$ cat config.mk
export PLATFORM = sky130hd
export DESIGN_NAME = line_centroid_pd_steering_core
export DESIGN_NICKNAME = d
export VERILOG_FILES = /design/src/hw/rtl/lcps_pkg.sv /design/src/hw/rtl/lcps_lane.sv /design/src/hw/rtl/lcps_merge.sv /design/src/hw/rtl/lcps_div.sv /design/src/hw/rtl/line_centroid_pd_steering_core.sv
export SDC_FILE = /design/constraint.sdc
export NUM_CORES = 1
export LEC_CHECK = 0
export BUFFER_PORTS_ARGS = -buffer_cell sky130_fd_sc_hd__buf_2
export CORE_AREA = 3 3 292 294
export DETAILED_ROUTE_END_ITERATION = 8
export DIE_AREA = 0 0 295 297
export PLACE_DENSITY = 0.59
export SLEW_MARGIN = 15
export SYNTH_ARGS = -nofsm -noshare
export SYNTH_HDL_FRONTEND = slang
export SYNTH_SLANG_ARGS = --single-unit
$ cat constraint.sdc
create_clock -name i_clk -period 16.35 [get_ports i_clk]
set_input_delay 3.27 -clock i_clk [delete_from_list [all_inputs] [get_ports i_clk]]
set_output_delay 3.27 -clock i_clk [all_outputs]
set_load 0.02 [all_outputs]
$ cat src/hw/rtl/lcps_pkg.sv
// shared types, widths and constants for the line centroid pd steering core
`default_nettype none

package lcps_pkg;

    localparam int SENSOR_COUNT = 5;
    localparam int SENSOR_W     = 10;
    localparam int SENSOR_MAX   = (1 << SENSOR_W) - 1;
    localparam int POS_UNIT     = 1000;
    localparam int FULL_READ    = 1000;
    localparam int SEEN_THRESH  = 4;
    localparam int HIT_THRESH   = 50;
    localparam int PD_KD        = 3;
    localparam int GREEN_WIN    = 30;
    localparam int GREEN_SPEED  = 100;

    localparam int FULL_SCALE = (SENSOR_COUNT - 1) * POS_UNIT;
    localparam int CENTRE_POS = FULL_SCALE / 2;
    localparam int MID_INDEX  = SENSOR_COUNT / 2;

    localparam int IDX_W    = $clog2(SENSOR_COUNT);
    localparam int VAL_W    = SENSOR_W + 1;
    localparam int FACTOR_W = $clog2(FULL_SCALE + 1);
    localparam int TOTAL_W  = $clog2(SENSOR_MAX * SENSOR_COUNT + 1);
    localparam int WEIGHT_W =
        $clog2(SENSOR_MAX * POS_UNIT * (SENSOR_COUNT * (SENSOR_COUNT - 1) / 2) + 1);

    localparam int POS_W   = 12;
    localparam int SPEED_W = 9;
    localparam int GREEN_W = 13;
    localparam int CFG_W   = 13;
    localparam int CFG_IDX_W = 3;

    // config register indexes
    localparam logic [CFG_IDX_W-1:0] CFG_WHITE_LINE = 3'd0;
    localparam logic [CFG_IDX_W-1:0] CFG_BASE_SPEED = 3'd1;
    localparam logic [CFG_IDX_W-1:0] CFG_MAX_SPEED  = 3'd2;
    localparam logic [CFG_IDX_W-1:0] CFG_DRIVE_EN   = 3'd3;
    localparam logic [CFG_IDX_W-1:0] CFG_GREEN_REF  = 3'd4;

    localparam logic [SPEED_W-1:0] BASE_SPEED_RST = 9'd200;
    localparam logic [SPEED_W-1:0] MAX_SPEED_RST  = 9'd300;
    localparam logic [GREEN_W-1:0] GREEN_REF_RST  = 13'd5000;

    typedef struct packed {
        logic [SENSOR_W-1:0] sensor_0;
        logic [SENSOR_W-1:0] sensor_1;
        logic [SENSOR_W-1:0] sensor_2;
        logic [SENSOR_W-1:0] sensor_3;
        logic [SENSOR_W-1:0] sensor_4;
    } t_in_item;

    typedef struct packed {
        logic [POS_W-1:0]   line_position;
        logic               line_seen;
        logic [SPEED_W-1:0] left_speed;
        logic [SPEED_W-1:0] right_speed;
        logic               motors_on;
        logic               green_seen;
    } t_out_item;

    typedef struct packed {
        logic                seen;
        logic [SENSOR_W-1:0] value;
        logic [WEIGHT_W-1:0] weight;
    } t_lane_res;

    typedef struct packed {
        logic                seen;
        logic [TOTAL_W-1:0]  total;
        logic [WEIGHT_W-1:0] weighted;
    } t_sum;

endpackage

`default_nettype wire

$ cat src/hw/rtl/lcps_lane.sv
// one sensor lane: inversion, thresholds and weighted contribution
`default_nettype none

module lcps_lane (
    input  wire logic                          i_clk,
    input  wire logic                          i_en,
    input  wire logic                          i_white,
    input  wire logic [lcps_pkg::IDX_W-1:0]    i_index,
    input  wire logic [lcps_pkg::SENSOR_W-1:0] i_sample,
    output lcps_pkg::t_lane_res                o_res
);
    import lcps_pkg::*;

    localparam logic signed [VAL_W-1:0] FULL_V = VAL_W'(FULL_READ);
    localparam logic signed [VAL_W-1:0] SEEN_V = VAL_W'(SEEN_THRESH);
    localparam logic signed [VAL_W-1:0] HIT_V  = VAL_W'(HIT_THRESH);

    logic signed [VAL_W-1:0] w_raw;
    logic signed [VAL_W-1:0] w_val;
    logic                    w_hit;
    logic [FACTOR_W-1:0]     w_factor;
    t_lane_res               n_res;
    t_lane_res               r_res;

    always_comb begin
        w_raw    = $signed({1'b0, i_sample});
        w_val    = i_white ? (FULL_V - w_raw) : w_raw;
        w_hit    = (w_val > HIT_V);
        // lane position in centroid units, folds to a constant per lane
        w_factor = FACTOR_W'(i_index) * FACTOR_W'(POS_UNIT);
        n_res.seen   = (w_val > SEEN_V);
        n_res.value  = w_hit ? w_val[SENSOR_W-1:0] : '0;
        n_res.weight = w_hit ? (WEIGHT_W'(w_val[SENSOR_W-1:0]) * WEIGHT_W'(w_factor)) : '0;
    end

    always_ff @(posedge i_clk) begin
        if (i_en) begin
            r_res <= n_res;
        end
    end

    assign o_res = r_res;

endmodule

`default_nettype wire

$ cat src/hw/rtl/lcps_merge.sv
// merges lane results into line seen, total and weighted sum
`default_nettype none

module lcps_merge (
    input  wire logic                i_clk,
    input  wire logic                i_en,
    input  wire lcps_pkg::t_lane_res i_lanes [lcps_pkg::SENSOR_COUNT],
    output lcps_pkg::t_sum           o_sum
);
    import lcps_pkg::*;

    t_sum n_sum;
    t_sum r_sum;

    always_comb begin
        n_sum = '0;
        for (int k = 0; k < SENSOR_COUNT; k++) begin
            n_sum.seen     = n_sum.seen | i_lanes[k].seen;
            n_sum.total    = n_sum.total + TOTAL_W'(i_lanes[k].value);
            n_sum.weighted = n_sum.weighted + i_lanes[k].weight;
        end
    end

    always_ff @(posedge i_clk) begin
        if (i_en) begin
            r_sum <= n_sum;
        end
    end

    assign o_sum = r_sum;

endmodule

`default_nettype wire

$ cat src/hw/rtl/lcps_div.sv
// restoring divider, one quotient bit per cycle
`default_nettype none

module lcps_div (
    input  wire logic                          i_clk,
    input  wire logic                          i_rst_n,
    input  wire logic                          i_start,
    input  wire logic [lcps_pkg::WEIGHT_W-1:0] i_dividend,
    input  wire logic [lcps_pkg::TOTAL_W-1:0]  i_divisor,
    output logic                               o_done,
    output logic [lcps_pkg::WEIGHT_W-1:0]      o_quotient
);
    import lcps_pkg::*;

    localparam int DIV_STEPS = WEIGHT_W;
    localparam int CNT_W     = $clog2(DIV_STEPS);
    localparam int REM_W     = TOTAL_W + 1;

    logic [CNT_W-1:0]    r_cnt;
    logic                r_busy;
    logic                r_done;
    logic [WEIGHT_W-1:0] r_quo;
    logic [REM_W-1:0]    r_rem;
    logic [REM_W-1:0]    w_shift;
    logic                w_fits;

    always_comb begin
        w_shift = {r_rem[REM_W-2:0], r_quo[WEIGHT_W-1]};
        w_fits  = (w_shift >= REM_W'(i_divisor));
    end

    always_ff @(posedge i_clk) begin
        if (!i_rst_n) begin
            r_busy <= 1'b0;
            r_done <= 1'b0;
            r_cnt  <= '0;
        end else if (i_start) begin
            r_busy <= 1'b1;
            r_done <= 1'b0;
            r_cnt  <= '0;
        end else if (r_busy) begin
            r_cnt <= r_cnt + 1'b1;
            if (r_cnt == CNT_W'(DIV_STEPS - 1)) begin
                r_busy <= 1'b0;
                r_done <= 1'b1;
            end
        end else begin
            r_done <= 1'b0;
        end
    end

    always_ff @(posedge i_clk) begin
        if (i_start) begin
            r_quo <= i_dividend;
            r_rem <= '0;
        end else if (r_busy) begin
            r_quo <= {r_quo[WEIGHT_W-2:0], w_fits};
            r_rem <= w_fits ? (w_shift - REM_W'(i_divisor)) : w_shift;
        end
    end

    assign o_done     = r_done;
    assign o_quotient = r_quo;

endmodule

`default_nettype wire

$ cat src/hw/rtl/line_centroid_pd_steering_core.sv
// line sensor weighted centroid with pd steering: lanes, merge, divider and pd stage
// path: input beat through the lane, merge, divider, pd and output steps to the output beat
// when the line is found; when no lane hits (total zero) the divider step is skipped
// throughput: one item at a time, the input stalls until the output step has placed its beat
// a finished beat waits in the output register while the next item is taken
// reset: synchronous active-low, restores config defaults and clears kept state
`default_nettype none

module line_centroid_pd_steering_core (
    input  wire logic                           i_clk,
    input  wire logic                           i_rst_n,
    input  wire logic                           i_in_valid,
    output logic                                o_in_stall,
    input  wire lcps_pkg::t_in_item             i_in_data,
    output logic                                o_out_valid,
    input  wire logic                           i_out_stall,
    output lcps_pkg::t_out_item                 o_out_data,
    input  wire logic                           i_cfg_we,
    input  wire logic [lcps_pkg::CFG_IDX_W-1:0] i_cfg_index,
    input  wire logic [lcps_pkg::CFG_W-1:0]     i_cfg_data
);
    import lcps_pkg::*;

    localparam int ERR_W  = POS_W + 1;
    localparam int DIFF_W = 16;
    localparam int SPD_W  = 17;
    localparam int WIN_W  = GREEN_W + 1;

    localparam logic [2:0] S_IDLE  = 3'd0;
    localparam logic [2:0] S_LANE  = 3'd1;
    localparam logic [2:0] S_MERGE = 3'd2;
    localparam logic [2:0] S_DIV   = 3'd3;
    localparam logic [2:0] S_PD    = 3'd4;
    localparam logic [2:0] S_OUT   = 3'd5;

    logic                r_white;
    logic [SPEED_W-1:0]  r_base;
    logic [SPEED_W-1:0]  r_max;
    logic                r_drive;
    logic [GREEN_W-1:0]  r_green;

    logic [2:0]          r_state;
    logic [2:0]          n_state;
    logic [SENSOR_W-1:0] r_mid;
    logic [POS_W-1:0]    r_pos;
    logic                r_found;
    logic [POS_W-1:0]    r_kept;
    logic signed [ERR_W-1:0]  r_prev_err;
    logic signed [DIFF_W-1:0] r_diff;
    logic                r_out_valid;
    t_out_item           r_out;

    logic                w_accept;
    logic                w_slot_free;
    logic [SENSOR_W-1:0] w_sample [SENSOR_COUNT];
    t_lane_res           w_lanes [SENSOR_COUNT];
    t_sum                w_sum;
    logic                w_div_start;
    logic                w_div_done;
    logic [WEIGHT_W-1:0] w_quotient;
    logic signed [ERR_W-1:0]  w_err;
    logic signed [DIFF_W-1:0] w_diff;
    logic signed [SPD_W-1:0]  w_base_x;
    logic signed [SPD_W-1:0]  w_left;
    logic signed [SPD_W-1:0]  w_right;
    logic                w_green;
    t_out_item           n_out;

    function automatic logic [SPEED_W-1:0] clamp_speed(
        input logic signed [SPD_W-1:0] v,
        input logic [SPEED_W-1:0]      hi
    );
        logic [SPEED_W-1:0] res;
        if (v < 0) begin
            res = '0;
        end else if (v > $signed({{(SPD_W-SPEED_W){1'b0}}, hi})) begin
            res = hi;
        end else begin
            res = v[SPEED_W-1:0];
        end
        return res;
    endfunction

    assign w_accept    = i_in_valid && !o_in_stall;
    assign o_in_stall  = (r_state != S_IDLE);
    assign w_slot_free = !r_out_valid || !i_out_stall;

    // config port
    always_ff @(posedge i_clk) begin
        if (!i_rst_n) begin
            r_white <= 1'b0;
            r_base  <= BASE_SPEED_RST;
            r_max   <= MAX_SPEED_RST;
            r_drive <= 1'b0;
            r_green <= GREEN_REF_RST;
        end else if (i_cfg_we) begin
            case (i_cfg_index)
                CFG_WHITE_LINE: r_white <= i_cfg_data[0];
                CFG_BASE_SPEED: r_base  <= i_cfg_data[SPEED_W-1:0];
                CFG_MAX_SPEED:  r_max   <= i_cfg_data[SPEED_W-1:0];
                CFG_DRIVE_EN:   r_drive <= i_cfg_data[0];
                CFG_GREEN_REF:  r_green <= i_cfg_data[GREEN_W-1:0];
                default: ;
            endcase
        end
    end

    assign w_sample[0] = i_in_data.sensor_0;
    assign w_sample[1] = i_in_data.sensor_1;
    assign w_sample[2] = i_in_data.sensor_2;
    assign w_sample[3] = i_in_data.sensor_3;
    assign w_sample[4] = i_in_data.sensor_4;

    for (genvar g = 0; g < SENSOR_COUNT; g++) begin : g_lane
        lcps_lane u_lane (
            .i_clk    (i_clk),
            .i_en     (w_accept),
            .i_white  (r_white),
            .i_index  (IDX_W'(g)),
            .i_sample (w_sample[g]),
            .o_res    (w_lanes[g])
        );
    end

    lcps_merge u_merge (
        .i_clk   (i_clk),
        .i_en    (r_state == S_LANE),
        .i_lanes (w_lanes),
        .o_sum   (w_sum)
    );

    assign w_div_start = (r_state == S_MERGE) && (w_sum.total != '0);

    lcps_div u_div (
        .i_clk      (i_clk),
        .i_rst_n    (i_rst_n),
        .i_start    (w_div_start),
        .i_dividend (w_sum.weighted),
        .i_divisor  (w_sum.total),
        .o_done     (w_div_done),
        .o_quotient (w_quotient)
    );

    // sequencer
    always_comb begin
        n_state = r_state;
        case (r_state)
            S_IDLE:  if (w_accept) n_state = S_LANE;
            S_LANE:  n_state = S_MERGE;
            S_MERGE: n_state = w_div_start ? S_DIV : S_PD;
            S_DIV:   if (w_div_done) n_state = S_PD;
            S_PD:    n_state = S_OUT;
            S_OUT:   if (w_slot_free) n_state = S_IDLE;
            default: n_state = S_IDLE;
        endcase
    end

    always_comb begin
        w_err  = $signed({1'b0, r_pos}) - ERR_W'(CENTRE_POS);
        w_diff = DIFF_W'(DIFF_W'(w_err) + DIFF_W'(w_err - r_prev_err) * PD_KD);
        w_base_x = $signed({{(SPD_W-SPEED_W){1'b0}}, r_base});
        w_left   = w_base_x + SPD_W'(r_diff);
        w_right  = w_base_x - SPD_W'(r_diff);
        // open window around the green reference on the raw middle reading
        w_green  = r_drive
                   && (WIN_W'(r_green) < (WIN_W'(r_mid) + WIN_W'(GREEN_WIN)))
                   && (WIN_W'(r_mid) < (WIN_W'(r_green) + WIN_W'(GREEN_WIN)));
        n_out.line_position = r_pos;
        n_out.line_seen     = w_sum.seen;
        n_out.left_speed    = w_green ? SPEED_W'(GREEN_SPEED) : clamp_speed(w_left, r_max);
        n_out.right_speed   = w_green ? SPEED_W'(GREEN_SPEED) : clamp_speed(w_right, r_max);
        n_out.motors_on     = r_drive;
        n_out.green_seen    = w_green;
    end

    always_ff @(posedge i_clk) begin
        if (!i_rst_n) begin
            r_state     <= S_IDLE;
            r_kept      <= '0;
            r_prev_err  <= '0;
            r_out_valid <= 1'b0;
        end else begin
            r_state <= n_state;
            if (r_state == S_PD) begin
                r_prev_err <= w_err;
                if (r_found) begin
                    r_kept <= r_pos;
                end
            end
            if ((r_state == S_OUT) && w_slot_free) begin
                r_out_valid <= 1'b1;
            end else if (r_out_valid && !i_out_stall) begin
                r_out_valid <= 1'b0;
            end
        end
    end

    always_ff @(posedge i_clk) begin
        if (w_accept) begin
            r_mid <= w_sample[MID_INDEX];
        end
        if (r_state == S_MERGE) begin
            // line lost: snap to the side of centre last kept
            r_found <= 1'b0;
            r_pos   <= (r_kept < POS_W'(CENTRE_POS)) ? '0 : POS_W'(FULL_SCALE);
        end else if ((r_state == S_DIV) && w_div_done) begin
            r_found <= 1'b1;
            r_pos   <= w_quotient[POS_W-1:0];
        end
        if (r_state == S_PD) begin
            r_diff <= w_diff;
        end
        if ((r_state == S_OUT) && w_slot_free) begin
            r_out <= n_out;
        end
    end

    assign o_out_valid = r_out_valid;
    assign o_out_data  = r_out;

`ifndef NO_ASSERTIONS
    a_out_from_seq: assert property (@(posedge i_clk) disable iff (!i_rst_n)
        $rose(r_out_valid) |-> $past(r_state) == S_OUT)
        else $error("output beat raised outside the output step");

    a_div_done_in_div: assert property (@(posedge i_clk) disable iff (!i_rst_n)
        w_div_done |-> r_state == S_DIV)
        else $error("divider finished while not awaited");

    a_lost_snaps: assert property (@(posedge i_clk) disable iff (!i_rst_n)
        (o_out_valid && !o_out_data.line_seen) |->
        (o_out_data.line_position == '0
         || o_out_data.line_position == POS_W'(FULL_SCALE)))
        else $error("lost line position not at an edge");

    a_speed_clamped: assert property (@(posedge i_clk) disable iff (!i_rst_n)
        (o_out_valid && !o_out_data.green_seen) |->
        (o_out_data.left_speed <= r_max && o_out_data.right_speed <= r_max))
        else $error("speed above max clamp");
`endif

endmodule

`default_nettype wire
==> results_tabular.tex <==
\begin{tabular}{lr}
\hline
Metric & Value \\
\hline
\multicolumn{2}{l}{\textbf{Global routing}} \\
\quad Total GRT Usage & 0.148 \\
\quad Largest net degree at the start of global routing & 79 \\
\quad Remaining Overflow, GRT & 0 \\
\quad Number of antenna violations at the first check in global routing & 1 \\
\quad First-pass GRT wire length & 105000 µm \\
\quad Vias in the first global route & 19640 \\
\multicolumn{2}{l}{\textbf{STA}} \\
\quad Headroom to the max-slew limit & 0.229 \\
\quad Transition at the pin with the smallest max-transition slack & 1.16 ns \\
\quad Unrepaired setup endpoints after global routing & false \\
\quad Total count of hold-check failures in the final report & 0 \\
\quad Max-slew violation count & 0 \\
\quad Highest Clock Rate & 118 MHz \\
\quad Shortest period the worst path allows & 8.48 ns \\
\quad Count of final setup violators & 0 \\
\quad Post-route worst setup slack & 7.87 ns \\
\quad Portion of the clock cycle consumed by the worst path in the final layout & 0.519 \\
\quad Worst Skew & 0.0248 ns \\
\quad Final TNS setup & 0 ns \\
\multicolumn{2}{l}{\textbf{Power and ir drop}} \\
\quad Switching part of the total & 0.443 \\
\quad Power density of the placed cells & 222 mW/mm² \\
\quad Internal Power & 0.00394 W \\
\quad Combinational group share of total power & 0.655 \\
\quad Psw & 0.00314 W \\
\quad Sequential fraction of design power & 0.223 \\
\quad Maximum ir drop on the vdd rail & 167 µV \\
\quad Static power due to leakage & 14.3 nW \\
\quad Clock group share of total power & 0.122 \\
\multicolumn{2}{l}{\textbf{CTS}} \\
\quad CTS root buffer & clkbuf\_16 \\
\quad Postcts setup bufs & 0 \\
\quad Clock latency of the later-clocked register in the worst-skew pair & 0.56 ns \\
\quad Clock transition at the register clock pins on the worst setup and hold paths after CTS & 0.06 ns \\
\quad Number of H-tree levels & 2 \\
\quad \# resized after CTS & 0 \\
\quad TritonCTS clock tree & built \\
\quad Hold\_buf cts & 0 \\
\quad CTS sink count & 327 \\
\quad Cts bufs inserted & 38 \\
\quad Maximum number of buffers from clock root to sink & 3 \\
\multicolumn{2}{l}{\textbf{Worst setup path}} \\
\quad Critical Path Most Common Cell & inv\_1 \\
\quad Sequence of cells on the critical path & buf\_2, or3\_1, a21oi\_1, nand2\_1, xnor2\_1, inv\_1, ha\_1, inv\_1, fa\_1, fa\_1, fa\_1, inv\_1, ha\_1, or3\_1, o21ai\_0, inv\_1, a31oi\_1, a21oi\_1, a31oi\_1, xnor2\_1, nor2\_1 \\
\quad Startpoint of the most critical register-to-register path & r\_white\$\_SDFFE\_PN0P\_ \\
\quad Required @ worst endpoint & 16.60 ns \\
\quad Top cell family by delay on the critical path & adder cells \\
\quad Critical Path AT & 8.73 ns \\
\quad Critical path's slowest cell & xnor2\_1 \\
\quad Critical path buffer and inverter count & 5 \\
\quad Slowest stage delay, CP & 0.78 ns \\
\quad Worst setup path class & input port to flop \\
\quad Maximum fanout encountered on the critical timing path & 8 \\
\quad Reg2reg end & g\_lane[2].u\_lane.o\_res[20]\$\_SDFFCE\_PP0P\_ \\
\quad Type of origin of the critical path & input port \\
\quad CP Capture Type & flop \\
\quad Register-to-register setup slack & 10.11 ns \\
\quad Number of cell instances on the worst register-to-register path & 20 \\
\multicolumn{2}{l}{\textbf{Logic synthesis}} \\
\quad Number of standard cells after synthesis & 2961 \\
\quad Share of synthesized area occupied by flip-flops and latches & 0.313 \\
\quad Largest family of logic cells by synthesized area & adder cells \\
\quad Proportion of synthesized flip-flops having asynchronous set or reset & 0 \\
\quad Number of warning messages in the yosys log & 0 \\
\quad Unique masters post-synth & 86 \\
\quad Synthesized-area fraction occupied by xor and xnor cells & 0.0583 \\
\quad Average cell area after synthesis & 9.74 µm² \\
\quad Prevailing post-synth register cell & edfxtp\_1 \\
\quad Nets in the synthesized netlist & 3615 \\
\quad Arithmetic-cell share of the synthesized area counting full adders, half adders and majority gates & 0.304 \\
\quad Compound-Gate Fraction of Synth Area & 0.117 \\
\quad Post-synthesis share of cell area spent on and, or, nand and nor gates & 0.129 \\
\quad Share of synthesized area spent on multiplexers & 0.00694 \\
\quad Number of enable flip-flop cells after synthesis & 248 \\
\quad Flip-flop and latch count after synthesis & 327 \\
\quad Netlist Area Pre-Place & 0.0288 mm² \\
\multicolumn{2}{l}{\textbf{Floorplanning}} \\
\quad Vertical die dimension & 297 µm \\
\quad \# IOs & 106 \\
\quad Floorplan die width & 295 µm \\
\quad Starting density of the core & 0.347 \\
\quad Row cnt & 106 \\
\quad Core Footprint & 0.0832 mm² \\
\quad Total die area & 0.0876 mm² \\
\multicolumn{2}{l}{\textbf{Layout}} \\
\quad Commonest cells after routing, fill and taps aside & 479 x inv\_1, 387 x ha\_1, 268 x nand2\_1 \\
\quad Sequential cell area & 0.00903 mm² \\
\quad Total area of multi-input combinational cells & 0.0178 mm² \\
\quad Final core utilization & 0.384 \\
\quad Net count of the finished layout & 3727 \\
\quad Non-filler cells, final & 4183 \\
\quad Number of filler instances in the final layout & 8267 \\
\quad Layout overhead on the synthesized area & 10.7\% \\
\quad Most frequent standard cell in the layout excluding fill and tap cells & inv\_1 \\
\quad Layout cells sized above 1 & 0.0770 \\
\quad Total non-filler cell area in the finished layout & 0.0319 mm² \\
\multicolumn{2}{l}{\textbf{Status}} \\
\quad Result of the run & finished, final reports clean \\
\multicolumn{2}{l}{\textbf{Placed design}} \\
\quad Detail Placement HPWL & 52200 µm \\
\quad Weighted congestion reported at the end of routability-driven placement & 0.880 \\
\quad Buffers on Ports & 105 \\
\quad Cell count after placement & 4113 \\
\quad Pre-CTS setup slack & 7.28 ns \\
\quad Post-detailed-placement cell area & 0.0307 mm² \\
\multicolumn{2}{l}{\textbf{Drt}} \\
\quad Vias per inst & 4.80 \\
\quad Routed wire length per instance & 15.4 µm \\
\quad Remaining antenna violation count & 0 \\
\quad Iteration count of the initial detailed-routing pass & 5 \\
\quad Final routed DRC violation total & 0 \\
\quad 1st-iter DRT viols & 1114 \\
\quad Total wire length after detailed routing & 64600 µm \\
\quad Number of vias after detailed routing & 20073 \\
\multicolumn{2}{l}{\textbf{Flow run}} \\
\quad Total of max-cap violations & 0 \\
\multicolumn{2}{l}{\textbf{Worst hold path}} \\
\quad Tightest Hold Check Type & flop to flop \\
\quad WHS Path Cells & 2 \\
\quad Terminating pin of the worst hold path & r\_prev\_err[3]\$\_SDFFE\_PN0N\_ \\
\quad Start point of the worst hold path & r\_prev\_err[3]\$\_SDFFE\_PN0N\_ \\
\hline
\end{tabular}
cells by family after synthesis:
group / count (synthesis)
and+or+nand+nor: 801
adders and majority gates: 583
buffers and inverters: 537
AOI/OAI and AO/OA: 502
DFF: 327
xor gates and xnor gates: 191
muxes: 20
power by group through the flow:
stage                     Clock, W  Sequential [W]  Combinational [W]
after floorplan                  0         0.00151            0.00375
after global placement           0         0.00160            0.00456
after detailed placement         0         0.00160            0.00461
after CTS                 0.000892         0.00159            0.00465
after global routing      0.000922         0.00160            0.00533
final                     0.000867         0.00158            0.00463
routing by layer:
layer,share of wire,up-vias,GRT usage
li1,-,10217,-
met1,0.45,9481,0.193
met2,0.49,302,0.261
met3,0.031,73,0.0152
met4,0.022,0,0.0381
met5,0,-,0
flip-flops by register name (all words and copies together) (netlist names), 9 cells and up:
signal / count
r_max: 9
r_pos: 12
o_out_data: 33
g_lane.u_lane.o_res: 118
u_div.o_quotient: 24
r_prev_err: 13
u_div.r_rem: 13
r_green: 13
r_mid: 10
r_diff: 16
u_merge.o_sum: 35
r_base: 9
worst min-delay path, delay by kind of cell, from the launching register on:
family / cells / cell delay, ns
simple gates: 1 / 0.05
compound gates: 1 / 0.06
flops: 1 / 0.31
synth_stat cells, types with 6 or more instances:
| master | number | share of area |
|---|---|---|
| inv_1 | 479 | 0.062 |
| ha_1 | 387 | 0.17 |
| nand2_1 | 268 | 0.035 |
| edfxtp_1 | 248 | 0.26 |
| nor2_1 | 225 | 0.029 |
| fa_1 | 196 | 0.14 |
| a21oi_1 | 124 | 0.022 |
| xnor2_1 | 113 | 0.034 |
| dfxtp_1 | 79 | 0.055 |
| xor2_1 | 77 | 0.023 |
| o21ai_0 | 76 | 0.013 |
| nand3_1 | 72 | 0.012 |
| a21boi_0 | 44 | 0.011 |
| nor3_1 | 44 | 0.0076 |
| a21o_1 | 42 | 0.011 |
| clkbuf_1 | 37 | 0.0048 |
| nand2b_1 | 33 | 0.0072 |
| nor2b_1 | 28 | 0.0061 |
| o21ai_1 | 26 | 0.0045 |
| a211oi_1 | 25 | 0.0065 |
| mux2i_1 | 20 | 0.0069 |
| nand4_1 | 20 | 0.0043 |
| or3_1 | 20 | 0.0043 |
| and2_1 | 19 | 0.0041 |
| a31oi_1 | 18 | 0.0039 |
| and3_1 | 18 | 0.0039 |
| o31ai_1 | 14 | 0.0036 |
| o211ai_1 | 13 | 0.0034 |
| o21a_1 | 13 | 0.0034 |
| o21bai_1 | 12 | 0.0031 |
| or2_2 | 11 | 0.0024 |
| buf_2 | 10 | 0.0017 |
| nor4_1 | 9 | 0.0020 |
| a31o_2 | 7 | 0.0021 |
| o211a_1 | 7 | 0.0024 |
| and4_1 | 6 | 0.0018 |
| o31a_1 | 6 | 0.0018 |
through the flow:
step	power [W]	hold slack (ns)
6_report	0.00708	0.465
5_1_grt	0.00785	0.485
4_1_cts	0.00713	0.467
3_5_place_dp	0.00622	0.458
3_3_place_gp	0.00616	0.450
2_1_floorplan	0.00526	0.400
worst max-delay path by stage:
| stage | start | to | slack (ns) | depth (start not counted) |
|---|---|---|---|---|
| 2_1_floorplan | i_in_valid | g_lane[0].u_lane.o_res[24]$_SDFFCE_PP0P_ | 7.15 | 2 |
| 3_3_place_gp | i_in_data[20] | g_lane[2].u_lane.o_res[20]$_SDFFCE_PP0P_ | 7.27 | 21 |
| 5_1_grt | i_in_data[20] | g_lane[2].u_lane.o_res[20]$_SDFFCE_PP0P_ | 7.41 | 21 |
| 4_1_cts | i_in_data[20] | g_lane[2].u_lane.o_res[20]$_SDFFCE_PP0P_ | 7.83 | 21 |
| 3_5_place_dp | i_in_data[20] | g_lane[2].u_lane.o_res[20]$_SDFFCE_PP0P_ | 7.28 | 21 |
| 6_report | i_in_data[20] | g_lane[2].u_lane.o_res[20]$_SDFFCE_PP0P_ | 7.87 | 21 |
cell type report:
cell class	instances	share of cell area
multi-input combinational	2097	0.557
sequential	327	0.283
inverter	483	0.0568
tap	1080	0.0423
clock buffer	48	0.0327
timing repair buffer	126	0.0214
clock inverter	21	0.00725
antenna	1	0.0000784
(Power assumes the default switching activity.)
